**src/sv/nldm_pkg.sv**
```systemverilog
package nldm_pkg;

   // fixed sizes; the port widths are built for these
   localparam int unsigned NUM_TABLES    = 64;
   localparam int unsigned NUM_TEMPLATES = 16;
   localparam int unsigned GRID_POINTS   = 7;
   localparam int unsigned FRAC_BITS     = 20;

   typedef enum logic [1:0] {
      ACT_ENTRY = 2'd0,
      ACT_AXIS  = 2'd1,
      ACT_BIND  = 2'd2,
      ACT_QUERY = 2'd3
   } action_type;

   typedef enum logic [1:0] {
      ST_WRITE = 2'd0,
      ST_OK    = 2'd1,
      ST_GAP   = 2'd2,
      ST_SAT   = 2'd3
   } status_type;

   // shared unit operations
   typedef enum logic [1:0] {
      OP_DIV  = 2'd0,
      OP_LERP = 2'd1
   } op_type;

   typedef struct packed {
      logic  start;
      op_type op;
   } alu_ctl_type;

   typedef struct packed {
      logic done;
      logic sat;
   } alu_sts_type;

   typedef enum logic [4:0] {
      S_IDLE,
      S_MAP,
      S_TSCAN_REQ,
      S_TSCAN,
      S_THI,
      S_TDIV,
      S_TWAIT,
      S_LSCAN_REQ,
      S_LSCAN,
      S_LHI,
      S_LDIV,
      S_LWAIT,
      S_E0,
      S_E1,
      S_E2,
      S_E3,
      S_E4,
      S_M1,
      S_M1W,
      S_M2,
      S_M2W,
      S_R,
      S_RW,
      S_OUT
   } state_type;

   localparam int unsigned VAL_W = 32;

endpackage

```
**src/sv/nldm_alu.sv**
```systemverilog
// Shared arithmetic unit: restoring divider for axis fractions (one quotient bit
// a cycle) and a lerp step (one multiply, registered, then shift and add).
module nldm_alu
   import nldm_pkg::*;
(
   input  logic               clock,
   input  logic               reset,
   input  alu_ctl_type        ctl,
   input  logic signed [32:0] opa,   // div: q - a_lo   lerp: a
   input  logic signed [32:0] opb,   // div: den        lerp: b
   input  logic signed [31:0] opf,   // lerp fraction
   output logic signed [31:0] res,
   output alu_sts_type        sts
);

   localparam int unsigned NUM_W = 33 + FRAC_BITS;
   localparam int unsigned CNT_W = $clog2(NUM_W + 1);
   localparam logic signed [63:0] FLIM = 64'sd1 <<< 30;

   logic              busy_ff, busy_in;
   op_type            op_ff, op_in;
   logic [CNT_W-1:0]  cnt_ff, cnt_in;
   logic [NUM_W-1:0]  quo_ff, quo_in;
   logic [33:0]       rem_ff, rem_in;
   logic [32:0]       den_ff, den_in;
   logic              neg_ff, neg_in;
   logic signed [32:0] a_ff, a_in;
   logic signed [63:0] prod_ff, prod_in;
   logic signed [31:0] res_ff, res_in;
   logic              sat_ff, sat_in;
   logic              done_ff, done_in;

   logic [32:0]        num_mag;
   logic signed [33:0] diff;
   logic [33:0]        trial;
   logic signed [NUM_W:0] qs;
   logic signed [64:0] sum;
   logic signed [63:0] fl;

   always_comb begin
      num_mag = opa[32] ? 33'(-opa) : 33'(opa);
      diff    = 34'(opb) - 34'(opa);
      trial   = {rem_ff[32:0], quo_ff[NUM_W-1]};
      qs      = neg_ff ? -$signed({1'b0, quo_ff}) : $signed({1'b0, quo_ff});
      fl      = prod_ff >>> FRAC_BITS;
      sum     = 65'(a_ff) + 65'(fl);
   end

   always_comb begin
      busy_in = busy_ff;
      op_in   = op_ff;
      cnt_in  = cnt_ff;
      quo_in  = quo_ff;
      rem_in  = rem_ff;
      den_in  = den_ff;
      neg_in  = neg_ff;
      a_in    = a_ff;
      prod_in = prod_ff;
      res_in  = res_ff;
      sat_in  = sat_ff;
      done_in = 1'b0;
      if (ctl.start) begin
         busy_in = 1'b1;
         op_in   = ctl.op;
         cnt_in  = '0;
         if (ctl.op == OP_DIV) begin
            // opa numerator, opb signed denominator
            quo_in = NUM_W'({num_mag, {FRAC_BITS{1'b0}}});
            rem_in = '0;
            den_in = opb[32] ? 33'(-opb) : 33'(opb);
            neg_in = opa[32] ^ opb[32];
         end else begin
            a_in    = opa;
            prod_in = 64'(diff) * 64'(opf);
         end
      end else if (busy_ff) begin
         if (op_ff == OP_DIV) begin
            if (trial >= {1'b0, den_ff}) begin
               rem_in = trial - {1'b0, den_ff};
               quo_in = {quo_ff[NUM_W-2:0], 1'b1};
            end else begin
               rem_in = trial;
               quo_in = {quo_ff[NUM_W-2:0], 1'b0};
            end
            cnt_in = cnt_ff + 1'b1;
            if (cnt_ff == CNT_W'(NUM_W)) begin
               busy_in = 1'b0;
               done_in = 1'b1;
               cnt_in  = cnt_ff;
               rem_in  = rem_ff;
               quo_in  = quo_ff;
               if (64'(qs) > FLIM) begin
                  res_in = 32'(FLIM);  sat_in = 1'b1;
               end else if (64'(qs) < -FLIM) begin
                  res_in = 32'(-FLIM); sat_in = 1'b1;
               end else begin
                  res_in = 32'(qs);    sat_in = 1'b0;
               end
            end
         end else begin
            busy_in = 1'b0;
            done_in = 1'b1;
            if (sum > 65'sh7fffffff) begin
               res_in = 32'sh7fffffff; sat_in = 1'b1;
            end else if (sum < -65'sh80000000) begin
               res_in = 32'sh80000000; sat_in = 1'b1;
            end else begin
               res_in = 32'(sum);      sat_in = 1'b0;
            end
         end
      end
   end

   always_ff @(posedge clock) begin
      if (reset) begin
         busy_ff <= 1'b0;
         done_ff <= 1'b0;
      end else begin
         busy_ff <= busy_in;
         done_ff <= done_in;
      end
      op_ff   <= op_in;
      cnt_ff  <= cnt_in;
      quo_ff  <= quo_in;
      rem_ff  <= rem_in;
      den_ff  <= den_in;
      neg_ff  <= neg_in;
      a_ff    <= a_in;
      prod_ff <= prod_in;
      res_ff  <= res_in;
      sat_ff  <= sat_in;
   end

   assign res      = res_ff;
   assign sts.done = done_ff;
   assign sts.sat  = sat_ff;

endmodule

```
**config.mk**
```make
export PLATFORM = sky130hd
export DESIGN_NAME = nldm_alu
export DESIGN_NICKNAME = d
export VERILOG_FILES = /design/src/sv/nldm_pkg.sv /design/src/sv/nldm_alu.sv
export SDC_FILE = /design/constraint.sdc
export NUM_CORES = 2
export LEC_CHECK = 0
export ABC_AREA = 1
export BUFFER_PORTS_ARGS = -buffer_cell sky130_fd_sc_hd__clkbuf_2
export CORE_MARGIN = 3
export CORE_UTILIZATION = 45
export DETAILED_ROUTE_END_ITERATION = 7
export HOLD_SLACK_MARGIN = 0.03
export PLACE_DENSITY_LB_ADDON = 0.08
export SETUP_SLACK_MARGIN = 0.5
export SYNTH_ARGS = -nofsm -noshare
export SYNTH_HDL_FRONTEND = slang
export SYNTH_SLANG_ARGS = --single-unit
```
**constraint.sdc**
```tcl
create_clock -name clock -period 14 [get_ports clock]
set_input_delay 1.4 -clock clock [delete_from_list [all_inputs] [get_ports clock]]
set_output_delay 1.4 -clock clock [all_outputs]
set_load 0.02 [all_outputs]
```
# Word level (Yosys, flattened, before mapping)
# Index checks and enable logic that the tools add are counted.
[totals]
reg_bits = 260
latch_bits = 0
ramBits = 0
mem_bits_ro = 0
input_bits = 103
out_inout_bits = 34
word_cells = 78
n_memories = 0
[op_classes]
addsub = 7
n_mul = 1
n_div = 0
magnitude_cmp = 5
n_eq_ne = 4
shifts = 0
mux = 33
bitwise_logic = 5
reduce_logical = 10
[ops]
columns = ["operator", "n"]
rows = [
  ["53-bit 2-to-1 mux", 5],
  ["33-bit 2-to-1 mux", 7],
  ["32-bit 2-to-1 mux", 7],
  ["33-bit negation", 2],
  ["34-bit by 32-bit multiplier with 64-bit output", 1],
  ["54-bit by 32-bit greater-than comparator with 1-bit output, second input constant", 1],
  ["54-bit by 31-bit less-than comparator with 1-bit output, second input constant", 1],
  ["54-bit 2-to-1 mux", 1],
  ["53-bit negation with 54-bit output", 1],
  ["33-bit by 44-bit adder with 45-bit output", 1],
  ["45-bit by 32-bit greater-than comparator with 1-bit output, second input constant", 1],
  ["45-bit by 32-bit less-than comparator with 1-bit output, second input constant", 1],
  ["34-bit by 33-bit >= comparator with 1-bit output", 1],
  ["33-bit by 33-bit subtractor with 34-bit output", 1],
  ["33-bit subtractor", 1],
  ["1-bit 2-to-1 mux", 13],
  ["6-bit by 1-bit adder with 6-bit output, second input constant", 1],
  ["6-bit == test, second input constant", 1],
  ["3-bit AND reduction", 2],
  ["2-bit logical NOT", 2],
  ["2-bit by 1-bit != test with 1-bit output, second input constant", 2],
  ["1-bit NOT", 4],
  ["2-bit AND reduction", 2],
  ["4-bit AND reduction", 1],
  ["other kinds (4)", 5],
]

# Logic depth before layout (Yosys ltp)
[depth]
ltp_word = 7
depth_mapped = 49
ltp_nobuf = 47

# Least setup slack after synthesis
# Ideal clock, no wire load.
[synth_path]
path_kind = "input -> register"
start = "in ctl[2] in the netlist's numbering"
end = "reg quo_ff[0], enable pin"
setup_ns = 1.196
arrival_time_ns = 9.702
required_ns = 12.804
setup_slack_ns = 3.102
path_stages = 5
path_buffers = 2
cell_sequence = "clkbuf_1 clkinv_1 clkbuf_1 nor2_1 a21oi_1"
[synth_between]
elab_chain_len = 2
word_cells_on_any_way = 5
classes_between = "eq/ne (2); reduce/logical (3)"
[synth_rtl]
columns = ["item", "line_no", "rtl"]
rows = [
  ["from (decl)", "nldm_alu.sv:8", "input alu_ctl_type ctl,"],
  ["2-bit by 1-bit != test with 1-bit output (no line) (tied with other cells)", "n/a", ""],
  ["4-bit AND reduction (no line) *", "n/a", ""],
  ["to (signal assigned)", "nldm_alu.sv:124", "quo_ff <= quo_in;"],
  ["to (decl)", "nldm_alu.sv:23", "logic [NUM_W-1:0] quo_ff, quo_in;"],
]
# Mark *: on every way between the ends. The rest lies on a longest branch, timed or not.
# A chain may end at the register's enable or synchronous reset.

# Final worst setup path
[layout_path]
start = "in opa[0]"
end = "reg prod_ff[61], data pin"
[layout_between]
elab_chain_len = 2
[layout_rtl]
columns = ["item", "line_no", "rtl"]
rows = [
  ["from (decl)", "nldm_alu.sv:9", "input logic signed [32:0] opa,"],
  ["33-bit by 33-bit subtractor with 34-bit output", "nldm_alu.sv:42", "diff = 34'(opb) - 34'(opa);"],
  ["34-bit by 32-bit multiplier with 64-bit output", "nldm_alu.sv:74", "prod_in = 64'(diff) * 64'(opf);"],
  ["to (signal assigned)", "nldm_alu.sv:129", "prod_ff <= prod_in;"],
  ["to (decl)", "nldm_alu.sv:28", "logic signed [63:0] prod_ff, prod_in;"],
]
# Every way passes these cells.

==> impl_metrics.env <==
export IMPL_core_mm2=0.127
export IMPL_stdcell_area_mm2=0.0612
export IMPL_worstPathRequired_ns=14.31
export IMPL_ctsHoldBuffers=0
export IMPL_die_h_um=365
export IMPL_cts_buffers_inserted=24
export IMPL_period_needed_ns=12.68
export IMPL_critPathLaunch="opa[0]"
export IMPL_hold_path_depth=2
export IMPL_hold_viol_final=0
export IMPL_num_vias=48900
export IMPL_routed_wl_mm=213
export IMPL_yosysUniqueCellTypes=54
export IMPL_insertion_delay_ns=0.59
export IMPL_overflow=0
export IMPL_rsz0062_at_grt="false"
export IMPL_yosys_warnings=0
export IMPL_setup_violations=0
export IMPL_area_growth_syn_to_layout_pct=5.86
export IMPL_fillers=12800
export IMPL_synth_area_leaders="fa_1, edfxtp_1, inv_1"
export IMPL_worst_endpoint_arrival_ns=12.98
export IMPL_start_kind="primary input"
export IMPL_layoutNonFillerInstCount=9142
export IMPL_dp_cells=9095
export IMPL_die_area_mm2=0.133
export IMPL_status="completed"
export IMPL_timing_rr_start="a_ff[0]"
export IMPL_slowest_stage="nand2_1"
export IMPL_crit_path_end_kind="flip-flop"
export IMPL_r2r_slack_ns=9.82
export IMPL_clk_path_buf_depth=3
export IMPL_drt_iter0_drc=3995
export IMPL_worst_slew_pin_slew_ns=1.23
export IMPL_netlist_area_mm2=0.0579
export IMPL_cp_slowest_stage_delay_ns=1.03
export IMPL_yosysSeqAreaShare_pct=12.3
export IMPL_grt_max_degree=90
export IMPL_gr_usage_all_layers_pct=32.6
export IMPL_port_buffers=136
export IMPL_fin_nets=8994
export IMPL_dr_pass1_iters=8
export IMPL_post_dp_cell_area_mm2=0.0604
export IMPL_row_count=130
export IMPL_crit_end="prod_ff[61]"
export IMPL_yosysTopAreaCellShare_pct=38.9
export IMPL_synthesis_nets=8970
export IMPL_r2r_end="res[0]"
export IMPL_clk_root_buffer_cell="clkbuf_16"
export IMPL_finalCritPeriodShare_pct=90.5
export IMPL_htreeDepth=1
export IMPL_layout_drive_gt1_share_pct=4.66
export IMPL_slew_headroom_pct=17.9
export IMPL_synth_area_leader_cell="fa_1"
export IMPL_synthCells=7447
export IMPL_slew_violations=0
export IMPL_post_drt_wl_per_cell_um=23.3
export IMPL_ys_flop_type="edfxtp_1"
export IMPL_dieWidth_um=365
export IMPL_fin_tns_setup_ns=0
export IMPL_worstPathMaxFanout=20
export IMPL_cts_tree="yes"
export IMPL_io_pins=137
export IMPL_drc_errors=0
export IMPL_ys_ff_latch=240
export IMPL_clk_pin_slew_ns=0.07
export IMPL_grt_pass1_wl_mm=321
export IMPL_timing_fmax_mhz=78.9
export IMPL_vias_per_cell=5.35
export IMPL_hold_class="reg -> reg"
export IMPL_dpl_hpwl_mm=175
export IMPL_gp_congestion=1.01
export IMPL_crit_top_cell="nand2_1"
export IMPL_clock_sinks=240
export IMPL_r2r_cells=15
export IMPL_ant_nets=0
export IMPL_syn_area_per_cell_um2=7.77
export IMPL_grt_pass1_vias=51100
export IMPL_start_util_pct=45.7
export IMPL_antenna_found_initial=4
export IMPL_crit_type="in -> reg"
export IMPL_synth_edff_count=232
export IMPL_fin_skew_ns=0.0439
export IMPL_postCtsSetupBuffers=0
export IMPL_ys_async_sr_fraction_pct=0
export IMPL_maxCapViolCount=0
export IMPL_cts_resized=0
-- sequential cells by signal (all words and copies together) (netlist names) --
name,flops
quo_ff,53
prod_ff,44
a_ff,33
den_ff,33
rem_ff,33
res,32
cnt_ff,6
op_ff,2
busy_ff,1
done_ff,1
neg_ff,1
sat_ff,1
-- cells in the final DEF, fill, tap and decap left out, drive strengths merged, types with 3 or more instances in the layout --
cell,n
a21boi,10
a21o,8
a21oi,252
a221oi,5
a31oi,34
a41oi,3
and2,4
and3,6
buf,104
bufinv,3
clkbuf,165
clkinv,25
dfxtp,8
diode,3
edfxtp,232
fa,1124
ha,296
inv,1749
nand2,1693
nand3,257
nand3b,10
nand4,48
nor2,931
nor3,43
nor3b,4
nor4,10
o211ai,5
o21a,17
o21ai,187
o21bai,13
o221ai,4
o31ai,6
or2,29
xnor2,59
xor2,135
-- cells by family after synthesis --
kind of cell | share of synthesized area [%]
simple gates | 21.0
buf+inv | 13.2
fa+ha+maj | 45.3
compound gates | 5.29
flops | 12.3
xor+xnor | 2.94
-- worst min path at each step --
stage,to,slack [ns],startpoint
finish,done_ff,0.50,busy_ff
global route,cnt_ff[4],0.53,cnt_ff[4]
floorplan,done_ff,0.45,busy_ff
CTS,done_ff,0.50,busy_ff
detailed placement,cnt_ff[1],0.49,cnt_ff[1]
global placement,cnt_ff[1],0.48,cnt_ff[1]
-- per-layer routing --
| layer | share of wire (%) | routed length, µm | vias up | global-route usage, % |
|---|---|---|---|---|
| met1 | 40 | 85600 | 24200 | 41.9 |
| met2 | 47 | 99100 | 2039 | 54.7 |
| met3 | 8.1 | 17200 | 454 | 5.92 |
| met4 | 5.1 | 10900 | 4 | 13.1 |
| li1 | - | - | 22100 | - |
| met5 | 0.011 | 23 | - | 0 |
-- layout make-up --
class,instances,area [µm²],area share [%]
Inverter,1762,6610,10.8
Tap cell,1650,2060,3.37
Clock inverter,15,161,0.264
Timing Repair Buffer,240,1460,2.39
Clock buffer,29,641,1.05
Multi-Input combinational cell,5203,43200,70.5
Antenna cell,3,7.51,0.0123
Sequential cell,240,7130,11.6
-- critical path: cells and delay by family --
family	cells	cell delay (ns)
AO/OA/AOI/OAI	4	0.77
XOR/XNOR	1	0.09
adder cells (fa/ha/maj)	11	4.93
buffers and inverters	8	0.52
AND/OR/NAND/NOR	18	5.25
-- per-stage QoR --
stage,utilization (%),hold WS [ns],worst slack (ns)
5_1_grt,48.4,0.530,0.804
3_5_place_dp,47.8,0.489,0.867
4_1_cts,48.4,0.496,1.46
6_report,48.4,0.496,1.32
3_3_place_gp,47.8,0.482,0.919
2_1_floorplan,-,0.449,3.10
-- cell usage after synthesis, drive strengths merged (39+ instances only) --
| cell | n |
|---|---|
| a21oi | 252 |
| nand2 | 1693 |
| fa | 1124 |
| nor3 | 43 |
| inv | 1745 |
| buf | 39 |
| nor2 | 931 |
| nand4 | 48 |
| o21ai | 187 |
| xnor2 | 59 |
| clkbuf | 203 |
| xor2 | 135 |
| edfxtp | 232 |
| nand3 | 257 |
| ha | 296 |
Power is not shown: default switching activity piles up to over one toggle a cycle in this logic, so the estimate is an artifact.
